**src/hw/rtl/compensated_double_sum_core_macros.svh**
```systemverilog
// Assertion macros for the compensated sum RTL (used by cds_back)
`ifndef COMPENSATED_DOUBLE_SUM_CORE_MACROS_SVH
`define COMPENSATED_DOUBLE_SUM_CORE_MACROS_SVH
`ifndef NO_ASSERTIONS
`define CDS_ASSERT(lbl, clk, rst_n, prop, msg) \
  lbl: assert property (@(posedge clk) disable iff (!rst_n) (prop)) else $error(msg);
`define CDS_ASSERT_NEVER(lbl, clk, rst_n, cond, msg) \
  lbl: assert property (@(posedge clk) disable iff (!rst_n) !(cond)) else $error(msg);
`else
`define CDS_ASSERT(lbl, clk, rst_n, prop, msg)
`define CDS_ASSERT_NEVER(lbl, clk, rst_n, cond, msg)
`endif
`endif

```
**src/hw/rtl/cds_pkg.sv**
```systemverilog
`timescale 1ns / 1ps
`default_nettype none
package cds_pkg;

  localparam logic [63:0] CanonNan = 64'h7FF8_0000_0000_0000;

  // word passed from front to back
  typedef struct packed {
    logic [63:0] value;
    logic        last;
  } item_t;

  // unpacked operand
  typedef struct packed {
    logic        sign;
    logic [10:0] exp;
    logic [52:0] mant;
    logic        is_nan;
    logic        is_inf;
  } unpk_t;

  function automatic unpk_t unpack(input logic [63:0] b);
    unpk_t u;
    u.sign   = b[63];
    u.exp    = (b[62:52] == 11'd0) ? 11'd1 : b[62:52];
    u.mant   = {(b[62:52] != 11'd0), b[51:0]};
    u.is_nan = (b[62:52] == 11'h7FF) && (b[51:0] != 52'd0);
    u.is_inf = (b[62:52] == 11'h7FF) && (b[51:0] == 52'd0);
    return u;
  endfunction

endpackage
`default_nettype wire

```
**src/hw/rtl/compensated_double_sum_core.sv**
```systemverilog
`timescale 1ns / 1ps
`default_nettype none
// Channel   Direction  Handshake         Word
// input     in         push / full       value_bits_i, last_i
// result    out        pop / empty       total_bits_o
// Each word is taken by the back end, which then makes four dependent passes
// through the 3-stage adder and takes no new word until done; a last word
// makes one more pass, then waits for room in the result queue to write it.
// Reset clears both sums to +0 and empties both queues.
// A two-word input queue and a two-word result queue absorb stalls.
module compensated_double_sum_core (
  input  logic        clk_i,
  input  logic        rst_ni,
  input  logic        push,
  output logic        full,
  input  logic [63:0] value_bits_i,
  input  logic        last_i,
  output logic        empty,
  input  logic        pop,
  output logic [63:0] total_bits_o
);

  logic           fv, take, rwr;
  cds_pkg::item_t item;
  logic [63:0]    rdat;
  logic [63:0]    rq_q [2];
  logic           rwp_q, rrp_q;
  logic [1:0]     rcnt_q;
  logic           rfull, rd;

  cds_front u_front (
    .clk_i        (clk_i),
    .rst_ni       (rst_ni),
    .push         (push),
    .full         (full),
    .value_bits_i (value_bits_i),
    .last_i       (last_i),
    .vld_o        (fv),
    .item_o       (item),
    .take_i       (take)
  );

  cds_back u_back (
    .clk_i      (clk_i),
    .rst_ni     (rst_ni),
    .vld_i      (fv),
    .item_i     (item),
    .take_o     (take),
    .res_full_i (rfull),
    .res_wr_o   (rwr),
    .res_o      (rdat)
  );

  // result queue
  assign rfull        = (rcnt_q == 2'd2);
  assign empty        = (rcnt_q == 2'd0);
  assign total_bits_o = rq_q[rrp_q];
  assign rd           = pop & ~empty;

  always_ff @(posedge clk_i or negedge rst_ni) begin
    if (!rst_ni) begin
      rwp_q  <= 1'b0;
      rrp_q  <= 1'b0;
      rcnt_q <= 2'd0;
    end else begin
      if (rwr) rwp_q <= ~rwp_q;
      if (rd) rrp_q <= ~rrp_q;
      rcnt_q <= rcnt_q + {1'b0, rwr} - {1'b0, rd};
    end
  end

  always_ff @(posedge clk_i) begin
    if (rwr) rq_q[rwp_q] <= rdat;
  end

endmodule
`default_nettype wire

```
**src/hw/rtl/cds_fadd.sv**
```systemverilog
`timescale 1ns / 1ps
`default_nettype none
// Three stage binary64 adder, round to nearest even.
module cds_fadd (
  input  logic        clk_i,
  input  logic        rst_ni,
  input  logic        in_vld_i,
  input  logic [63:0] a_i,
  input  logic [63:0] b_i,
  input  logic        sub_i,
  output logic        out_vld_o,
  output logic [63:0] res_o
);

  // stage 1: unpack, swap, align
  cds_pkg::unpk_t ua, ub, big, sml;
  logic        bsgn;
  logic [11:0] ediff;
  logic        swap;
  logic [55:0] sml_al;
  logic [55:0] sml_sh;
  logic        sticky;
  logic [5:0]  shamt;

  always_comb begin
    ua = cds_pkg::unpack(a_i);
    ub = cds_pkg::unpack(b_i);
    bsgn = b_i[63] ^ sub_i;
    ub.sign = bsgn;
    swap = ({ub.exp, ub.mant} > {ua.exp, ua.mant});
    big = swap ? ub : ua;
    sml = swap ? ua : ub;
    ediff = {1'b0, big.exp} - {1'b0, sml.exp};
    shamt = (ediff > 12'd56) ? 6'd56 : ediff[5:0];
    sml_sh = {sml.mant, 3'b000} >> shamt;
    sticky = ({sml.mant, 3'b000} & ~({56{1'b1}} << shamt)) != 56'd0;
    sml_al = {sml_sh[55:1], sml_sh[0] | sticky};
  end

  logic        s1_vld_q;
  logic        s1_sgn_q, s1_eff_sub_q, s1_nan_q, s1_inf_q, s1_inf_sgn_q, s1_zs_q;
  logic [10:0] s1_exp_q;
  logic [55:0] s1_big_q, s1_sml_q;

  always_ff @(posedge clk_i or negedge rst_ni) begin
    if (!rst_ni) begin
      s1_vld_q <= 1'b0;
    end else begin
      s1_vld_q <= in_vld_i;
    end
  end

  always_ff @(posedge clk_i) begin
    s1_sgn_q     <= big.sign;
    s1_eff_sub_q <= ua.sign ^ bsgn;
    s1_nan_q     <= ua.is_nan | ub.is_nan | (ua.is_inf & ub.is_inf & (ua.sign ^ bsgn));
    s1_inf_q     <= ua.is_inf | ub.is_inf;
    s1_inf_sgn_q <= ua.is_inf ? ua.sign : bsgn;
    s1_zs_q      <= ua.sign & bsgn;
    s1_exp_q     <= big.exp;
    s1_big_q     <= {big.mant, 3'b000};
    s1_sml_q     <= sml_al;
  end

  // stage 2: add and count leading zeros
  logic [56:0] sum;
  logic [5:0]  lz;
  always_comb begin
    sum = s1_eff_sub_q ? ({1'b0, s1_big_q} - {1'b0, s1_sml_q})
                       : ({1'b0, s1_big_q} + {1'b0, s1_sml_q});
    lz = 6'd57;
    for (int i = 0; i < 57; i++) begin
      if (sum[i]) lz = 6'(56 - i);
    end
  end

  logic        s2_vld_q;
  logic        s2_sgn_q, s2_nan_q, s2_inf_q, s2_inf_sgn_q, s2_zs_q, s2_zero_q;
  logic [10:0] s2_exp_q;
  logic [56:0] s2_sum_q;
  logic [5:0]  s2_lz_q;

  always_ff @(posedge clk_i or negedge rst_ni) begin
    if (!rst_ni) begin
      s2_vld_q <= 1'b0;
    end else begin
      s2_vld_q <= s1_vld_q;
    end
  end

  always_ff @(posedge clk_i) begin
    s2_sgn_q     <= s1_sgn_q;
    s2_nan_q     <= s1_nan_q;
    s2_inf_q     <= s1_inf_q;
    s2_inf_sgn_q <= s1_inf_sgn_q;
    s2_zs_q      <= s1_zs_q;
    s2_zero_q    <= (sum == 57'd0);
    s2_exp_q     <= s1_exp_q;
    s2_sum_q     <= sum;
    s2_lz_q      <= lz;
  end

  // stage 3: normalise, round, pack
  logic [12:0] e;
  logic [56:0] nrm;
  logic [5:0]  ls;
  logic [52:0] m;
  logic        g, st, rnd;
  logic [53:0] mr;
  logic [12:0] ef;
  logic [63:0] res;

  always_comb begin
    // value = sum * 2^(exp-55); leading one at bit 56 means exponent exp+1
    // bring the leading one up to bit 56, but not below exponent 1 (subnormal)
    if ({5'd0, s2_lz_q} <= s2_exp_q) begin
      ls = s2_lz_q;
    end else begin
      ls = s2_exp_q[5:0];
    end
    e   = {2'b00, s2_exp_q} + 13'd1 - {7'd0, ls};
    nrm = s2_sum_q << ls;
    m   = nrm[56:4];
    g   = nrm[3];
    st  = nrm[2:0] != 3'd0;
    rnd = g & (st | m[0]);
    mr  = {1'b0, m} + {53'd0, rnd};
    ef  = e;
    if (mr[53]) begin
      ef = e + 13'd1;
      mr = mr >> 1;
    end
    if (s2_nan_q) begin
      res = cds_pkg::CanonNan;
    end else if (s2_inf_q) begin
      res = {s2_inf_sgn_q, 11'h7FF, 52'd0};
    end else if (s2_zero_q) begin
      res = {s2_zs_q, 63'd0};
    end else if (ef >= 13'd2047) begin
      res = {s2_sgn_q, 11'h7FF, 52'd0};
    end else if (!mr[52]) begin
      res = {s2_sgn_q, 11'd0, mr[51:0]};
    end else begin
      res = {s2_sgn_q, ef[10:0], mr[51:0]};
    end
  end

  always_ff @(posedge clk_i or negedge rst_ni) begin
    if (!rst_ni) begin
      out_vld_o <= 1'b0;
    end else begin
      out_vld_o <= s2_vld_q;
    end
  end

  always_ff @(posedge clk_i) begin
    res_o <= res;
  end

endmodule
`default_nettype wire

```
**src/hw/rtl/cds_front.sv**
```systemverilog
`timescale 1ns / 1ps
`default_nettype none
// Input side: two-entry queue of incoming words.
module cds_front (
  input  logic                clk_i,
  input  logic                rst_ni,
  input  logic                push,
  output logic                full,
  input  logic [63:0]         value_bits_i,
  input  logic                last_i,
  output logic                vld_o,
  output cds_pkg::item_t      item_o,
  input  logic                take_i
);

  cds_pkg::item_t mem_q [2];
  logic           wp_q, rp_q;
  logic [1:0]     cnt_q;
  logic           wr, rd;

  assign full   = (cnt_q == 2'd2);
  assign vld_o  = (cnt_q != 2'd0);
  assign item_o = mem_q[rp_q];
  assign wr     = push & ~full;
  assign rd     = take_i & vld_o;

  always_ff @(posedge clk_i or negedge rst_ni) begin
    if (!rst_ni) begin
      wp_q  <= 1'b0;
      rp_q  <= 1'b0;
      cnt_q <= 2'd0;
    end else begin
      if (wr) wp_q <= ~wp_q;
      if (rd) rp_q <= ~rp_q;
      cnt_q <= cnt_q + {1'b0, wr} - {1'b0, rd};
    end
  end

  always_ff @(posedge clk_i) begin
    if (wr) mem_q[wp_q] <= '{value: value_bits_i, last: last_i};
  end

endmodule
`default_nettype wire

```
**src/hw/rtl/cds_back.sv**
```systemverilog
`timescale 1ns / 1ps
`default_nettype none
`include "compensated_double_sum_core_macros.svh"
// Sequencer: s=r+x, l=s-r, e=x-l, c=c+e; on last t=s+c. One shared adder.
module cds_back (
  input  logic           clk_i,
  input  logic           rst_ni,
  input  logic           vld_i,
  input  cds_pkg::item_t item_i,
  output logic           take_o,
  input  logic           res_full_i,
  output logic           res_wr_o,
  output logic [63:0]    res_o
);

  typedef enum logic [6:0] {
    StIdle = 7'b0000001,
    StSum  = 7'b0000010,
    StLost = 7'b0000100,
    StErr  = 7'b0001000,
    StComp = 7'b0010000,
    StTot  = 7'b0100000,
    StOut  = 7'b1000000
  } state_e;

  state_e      st_q, st_d;
  logic [63:0] run_q, comp_q, x_q, s_q, l_q, e_q;
  logic        last_q;
  logic        busy_q;
  logic        add_vld, add_done;
  logic [63:0] op_a, op_b, add_res;
  logic        op_sub;

  cds_fadd u_fadd (
    .clk_i     (clk_i),
    .rst_ni    (rst_ni),
    .in_vld_i  (add_vld),
    .a_i       (op_a),
    .b_i       (op_b),
    .sub_i     (op_sub),
    .out_vld_o (add_done),
    .res_o     (add_res)
  );

  assign take_o = (st_q == StIdle) & vld_i;

  // operand selection and issue
  always_comb begin
    op_a   = run_q;
    op_b   = x_q;
    op_sub = 1'b0;
    unique case (st_q)
      StLost: begin op_a = s_q;    op_b = run_q; op_sub = 1'b1; end
      StErr:  begin op_a = x_q;    op_b = l_q;   op_sub = 1'b1; end
      StComp: begin op_a = comp_q; op_b = e_q; end
      StTot:  begin op_a = run_q;  op_b = comp_q; end
      default: ;
    endcase
  end

  assign add_vld = (st_q != StIdle) & (st_q != StOut) & ~busy_q;

  always_comb begin
    st_d = st_q;
    unique case (st_q)
      StIdle: if (vld_i) st_d = StSum;
      StSum:  if (add_done) st_d = StLost;
      StLost: if (add_done) st_d = StErr;
      StErr:  if (add_done) st_d = StComp;
      StComp: if (add_done) st_d = last_q ? StTot : StIdle;
      StTot:  if (add_done) st_d = StOut;
      StOut:  if (!res_full_i) st_d = StIdle;
      default: st_d = StIdle;
    endcase
  end

  // state, adder tracking; the old sum is kept until the compensation is in
  always_ff @(posedge clk_i or negedge rst_ni) begin
    if (!rst_ni) begin
      st_q   <= StIdle;
      busy_q <= 1'b0;
      run_q  <= 64'd0;
      comp_q <= 64'd0;
    end else begin
      st_q <= st_d;
      if (add_done) busy_q <= 1'b0;
      else if (add_vld) busy_q <= 1'b1;
      if (st_q == StComp && add_done) begin
        run_q  <= s_q;
        comp_q <= add_res;
      end
      if (st_q == StOut && !res_full_i) begin
        run_q  <= 64'd0;
        comp_q <= 64'd0;
      end
    end
  end

  // StComp needs err value held; latch it, along with the taken word, s, l and the total
  always_ff @(posedge clk_i) begin
    if (take_o) begin
      x_q    <= item_i.value;
      last_q <= item_i.last;
    end
    if (st_q == StSum && add_done) s_q <= add_res;
    if (st_q == StLost && add_done) l_q <= add_res;
    if (st_q == StErr && add_done) e_q <= add_res;
    if (st_q == StTot && add_done) res_o <= add_res;
  end

  assign res_wr_o = (st_q == StOut) & ~res_full_i;

  `CDS_ASSERT_NEVER(a_take_busy, clk_i, rst_ni, take_o && busy_q, "item taken while adder busy")
  `CDS_ASSERT(a_done_after, clk_i, rst_ni, add_vld |=> busy_q, "adder issue not tracked")
  `CDS_ASSERT_NEVER(a_wr_idle, clk_i, rst_ni, res_wr_o && (st_q != StOut), "result out of sequence")

endmodule
`default_nettype wire

```
**config.mk**
```make
export PLATFORM = sky130hd
export DESIGN_NAME = compensated_double_sum_core
export DESIGN_NICKNAME = d
export VERILOG_FILES = /design/src/hw/rtl/cds_pkg.sv /design/src/hw/rtl/compensated_double_sum_core.sv /design/src/hw/rtl/cds_fadd.sv /design/src/hw/rtl/cds_front.sv /design/src/hw/rtl/cds_back.sv
export VERILOG_INCLUDE_DIRS = /design/src /design/src/hw/rtl
export SDC_FILE = /design/constraint.sdc
export NUM_CORES = 2
export LEC_CHECK = 0
export BUFFER_PORTS_ARGS = -buffer_cell sky130_fd_sc_hd__buf_2
export CAP_MARGIN = 30
export CORE_UTILIZATION = 45
export CTS_CLUSTER_DIAMETER = 50
export DETAILED_ROUTE_END_ITERATION = 12
export PLACE_DENSITY = 0.72
export SYNTH_ARGS = -nofsm -noshare
export SYNTH_HDL_FRONTEND = slang
export SYNTH_SLANG_ARGS = --single-unit
```
**constraint.sdc**
```tcl
create_clock -name clk_i -period 11 [get_ports clk_i]
set_input_delay 1.1 -clock clk_i [delete_from_list [all_inputs] [get_ports clk_i]]
set_output_delay 1.1 -clock clk_i [all_outputs]
set_load 0.01 [all_outputs]
```
==> metrics <==
most area-consuming cells after synthesis edfxtp_1 32%, dfxtp_1 9.8%, dfrtp_1 6.6%, ha_1 4.7%, nand2_1 4.2%; multi-input logic area 0.0264 mm2; Area Growth Syn to Fin 12.9%; Slew Limit Fails 0; Pre-Repair DR Iteration Count 10; clk slew on worst S/H paths 0.06 ns; Root Buffer clkbuf_16; crit path capture u_back.u_fadd.s1_sml_q[0]; Die Width 352 um; peak supply drop 0.000281 V; initial drt markers 6451; xor and xnor area share after synthesis 2.13%; post-synthesis sequential area ratio 48.1%; num rows 128; Yosys top cell area share 31.6%; CP Class reg2reg; Ys Warns 0; Lkg Pwr 23.2 nW; worst r2r dst u_back.u_fadd.s1_sml_q[0]; Die ar. 0.124 mm2; initial antenna violation count 10; Post-Synth Adder-Cell Area 4.75%; top post-synthesis cells by count 620 x nand2_1, 579 x edfxtp_1, 461 x a21oi_1; Die Height 352 um; Tightest Hold Check Type reg2reg; reg-to-reg slack, setup 0.89 ns; synthesized instance count 5444; Post-Syn Nets 5721; Tcrit/Tclk final 91.9%; WL/cell 29.6 um; unrepaired setup endpoints after global routing no; synthesized flop and latch total 996; Detailed Place HPWL 161000 um; Max Cap Violations 0; Bufs on Longest Clock Path 3; min Tclk post-route 10.11 ns; gr usage total 34.4%; H-tree depth 3; CTS tree done; Synth cell types 121; fmax 98.9 MHz; routability cong. 1.05; Storage cell area 0.0265 mm2; Tot Pwr 22.3 mW; via count 47500; leading area contributor after synthesis edfxtp_1; clk_skew 0.0766 ns; Pwr Density 359 mW/mm2; Final TNS setup 0 ns; Arrival @ worst endpoint 10.69 ns; core box area 0.122 mm2; Routed WL 217000 um; Synth Cell Area 0.0551 mm2; number of global-route vias before repair 44900; PostCTS Resize Cnt 0; fillers 10800; Overflow after GRT 0; first-pass GRT wire length 310000 um; worst endpoint required time 11.58 ns; most frequent cell after synthesis nand2_1; worst skew pair latency 0.77 ns; DRC viols 0; I/O pins 135; Setup crit end kind flop; antenna-violating nets left 0; share of flip-flops with an asynchronous set or reset 14.8%; Initial Util 45.3%; layout cells sized above 1 15.4%; combinational family with the most area after synthesis compound AO/OA/AOI/OAI gates; number of synthesized flops with an enable pin 579; Layout Nets 5856; r2r worst-path depth 25; CTS sink cnt 996; Vias/cell 6.49; pin count of the biggest net entering global routing 104; worst reg2reg startpoint u_back.st_q[0]; compound-gate portion of the synthesized area 18.7%; Max FO, Critical Path 63; Synth Flop Type edfxtp_1; TritonCTS Buffers 112; Avg Inst Size Synth 10.1 um2; hold buffer count at cts 0; Worst setup startpoint u_back.st_q[0]; post-CTS setup buffers 0; worst slew pin tran 1.14 ns; outcome finished, final reports clean; Synth Area in Simple Gates 13.7%; mux cell area share after synthesis 8.35%; Worst Setup Start Kind flop; Fin. Hold Viols 0; Slew HR 23.9%; number of endpoints failing setup at the final stage 0; port bufs 134
-- worst max-delay path, cell delays in order, from the launching register on --
cell and delay, ns:
dfstp_2 0.66, nor3_1 0.11, and3_4 0.44, or4_4 0.74, buf_4 0.30, o21ai_0 0.90, inv_1 0.21, ha_1 0.39
a21oi_1 0.13, a21boi_0 0.11, o221a_2 0.31, o311a_1 0.36, a211oi_2 0.42, a21bo_4 0.32, mux2i_1 0.66, or3_1 0.24
o211a_1 0.58, nand3_2 0.37, nor2_2 0.49, nor2_1 0.28, buf_4 0.25, o221a_2 0.28, o21ai_0 0.71, nor2_1 0.18
a2111oi_2 0.32, o21ai_1 0.12
-- per-layer routing --
layer	routed length [um]	part of all wire, %	GRT usage, %
met1	84600	39	45.2
met4	13100	6.1	18.3
met3	24000	11	8.77
met2	94600	44	52.2
met5	114	0.053	0
-- logic make-up (layout without fill, tap and decap cells) --
logic type,Yosys count,in the layout
multiplexers,367,367
AND/OR/NAND/NOR,1614,1614
flip-flops,996,996
AO/OA/AOI/OAI,1545,1545
buffers and inverters,584,819
adder cells (fa/ha/maj),208,208
other,0,4
XOR/XNOR,130,130
-- layout by cell type, fill, tap and decap left out, types with 154 or more instances in the layout --
master,n
a21oi_1,458
buf_4,206
dfxtp_1,269
edfxtp_1,579
ha_1,206
inv_1,240
mux2i_1,154
nand2_1,619
nor2_1,354
o21ai_0,245
-- worst min path at each step --
| stage | from | endpoint | slack (ns) | cells past startpoint |
|---|---|---|---|---|
| after detailed placement | u_back.u_fadd.s1_exp_q[4] | u_back.u_fadd.s2_exp_q[4] | 0.31 | 0 |
| final | u_back.u_fadd.s1_exp_q[2] | u_back.u_fadd.s2_exp_q[2] | 0.29 | 0 |
| after global routing | u_back.u_fadd.s1_exp_q[6] | u_back.u_fadd.s2_exp_q[6] | 0.29 | 0 |
| after floorplan | u_back.u_fadd.s1_exp_q[0] | u_back.u_fadd.s2_exp_q[0] | 0.31 | 0 |
| after global placement | u_back.u_fadd.s1_exp_q[5] | u_back.u_fadd.s2_exp_q[5] | 0.31 | 0 |
| after CTS | u_back.u_fadd.s1_exp_q[2] | u_back.u_fadd.s2_exp_q[2] | 0.29 | 0 |
-- state kept, by name, summed over array words and instances, names as in the netlist, 2 cells and up --
name / count
u_back.u_fadd.s1_exp_q: 11
u_back.l_q: 64
u_back.u_fadd.s1_big_q: 53
u_back.u_fadd.s2_lz_q: 6
rq_q: 128
u_back.u_fadd.s2_sum_q: 57
u_back.u_fadd.res_o: 64
u_back.comp_q: 64
u_back.run_q: 64
u_front.cnt_q: 2
rcnt_q: 2
u_back.s_q: 64
u_front.mem_q: 130
u_back.st_q: 7
u_back.u_fadd.s2_exp_q: 11
u_back.x_q: 64
u_back.res_o: 64
u_back.u_fadd.s1_sml_q: 56
u_back.e_q: 64
-- power breakdown --
group,internal [mW],total (mW),switching (mW)
Clock,2.19,3.86,1.67
Sequential,4.79,5.61,0.815
Combinational,4.05,12.9,8.83
Total,11.0,22.4,11.3
-- through the flow --
| step | instances | worst slack (ns) | hold WS [ns] | util [%] | area (um2) |
|---|---|---|---|---|---|
| after global placement | 7073 | 1.18 | 0.311 | 47.8 | 58100 |
| after CTS | 7296 | 1.12 | 0.287 | 51.1 | 62100 |
| after global routing | 7304 | 0.415 | 0.287 | 51.1 | 62200 |
| final | 7308 | 0.890 | 0.292 | 51.2 | 62200 |
| after floorplan | 5444 | 1.83 | 0.310 | - | 55100 |
| after detailed placement | 7082 | 1.23 | 0.312 | 47.8 | 58200 |
-- final cells by class --
type | instances | area share [%]
Multi-Input combinational cell | 3864 | 42.4
Clock inverter | 70 | 1.42
Inverter | 248 | 1.50
Sequential cell | 996 | 42.6
Tap cell | 1625 | 3.27
Timing Repair Buffer | 357 | 3.91
Clock buffer | 144 | 4.91
Antenna cell | 4 | 0.0161
(Power assumes the default switching activity.)
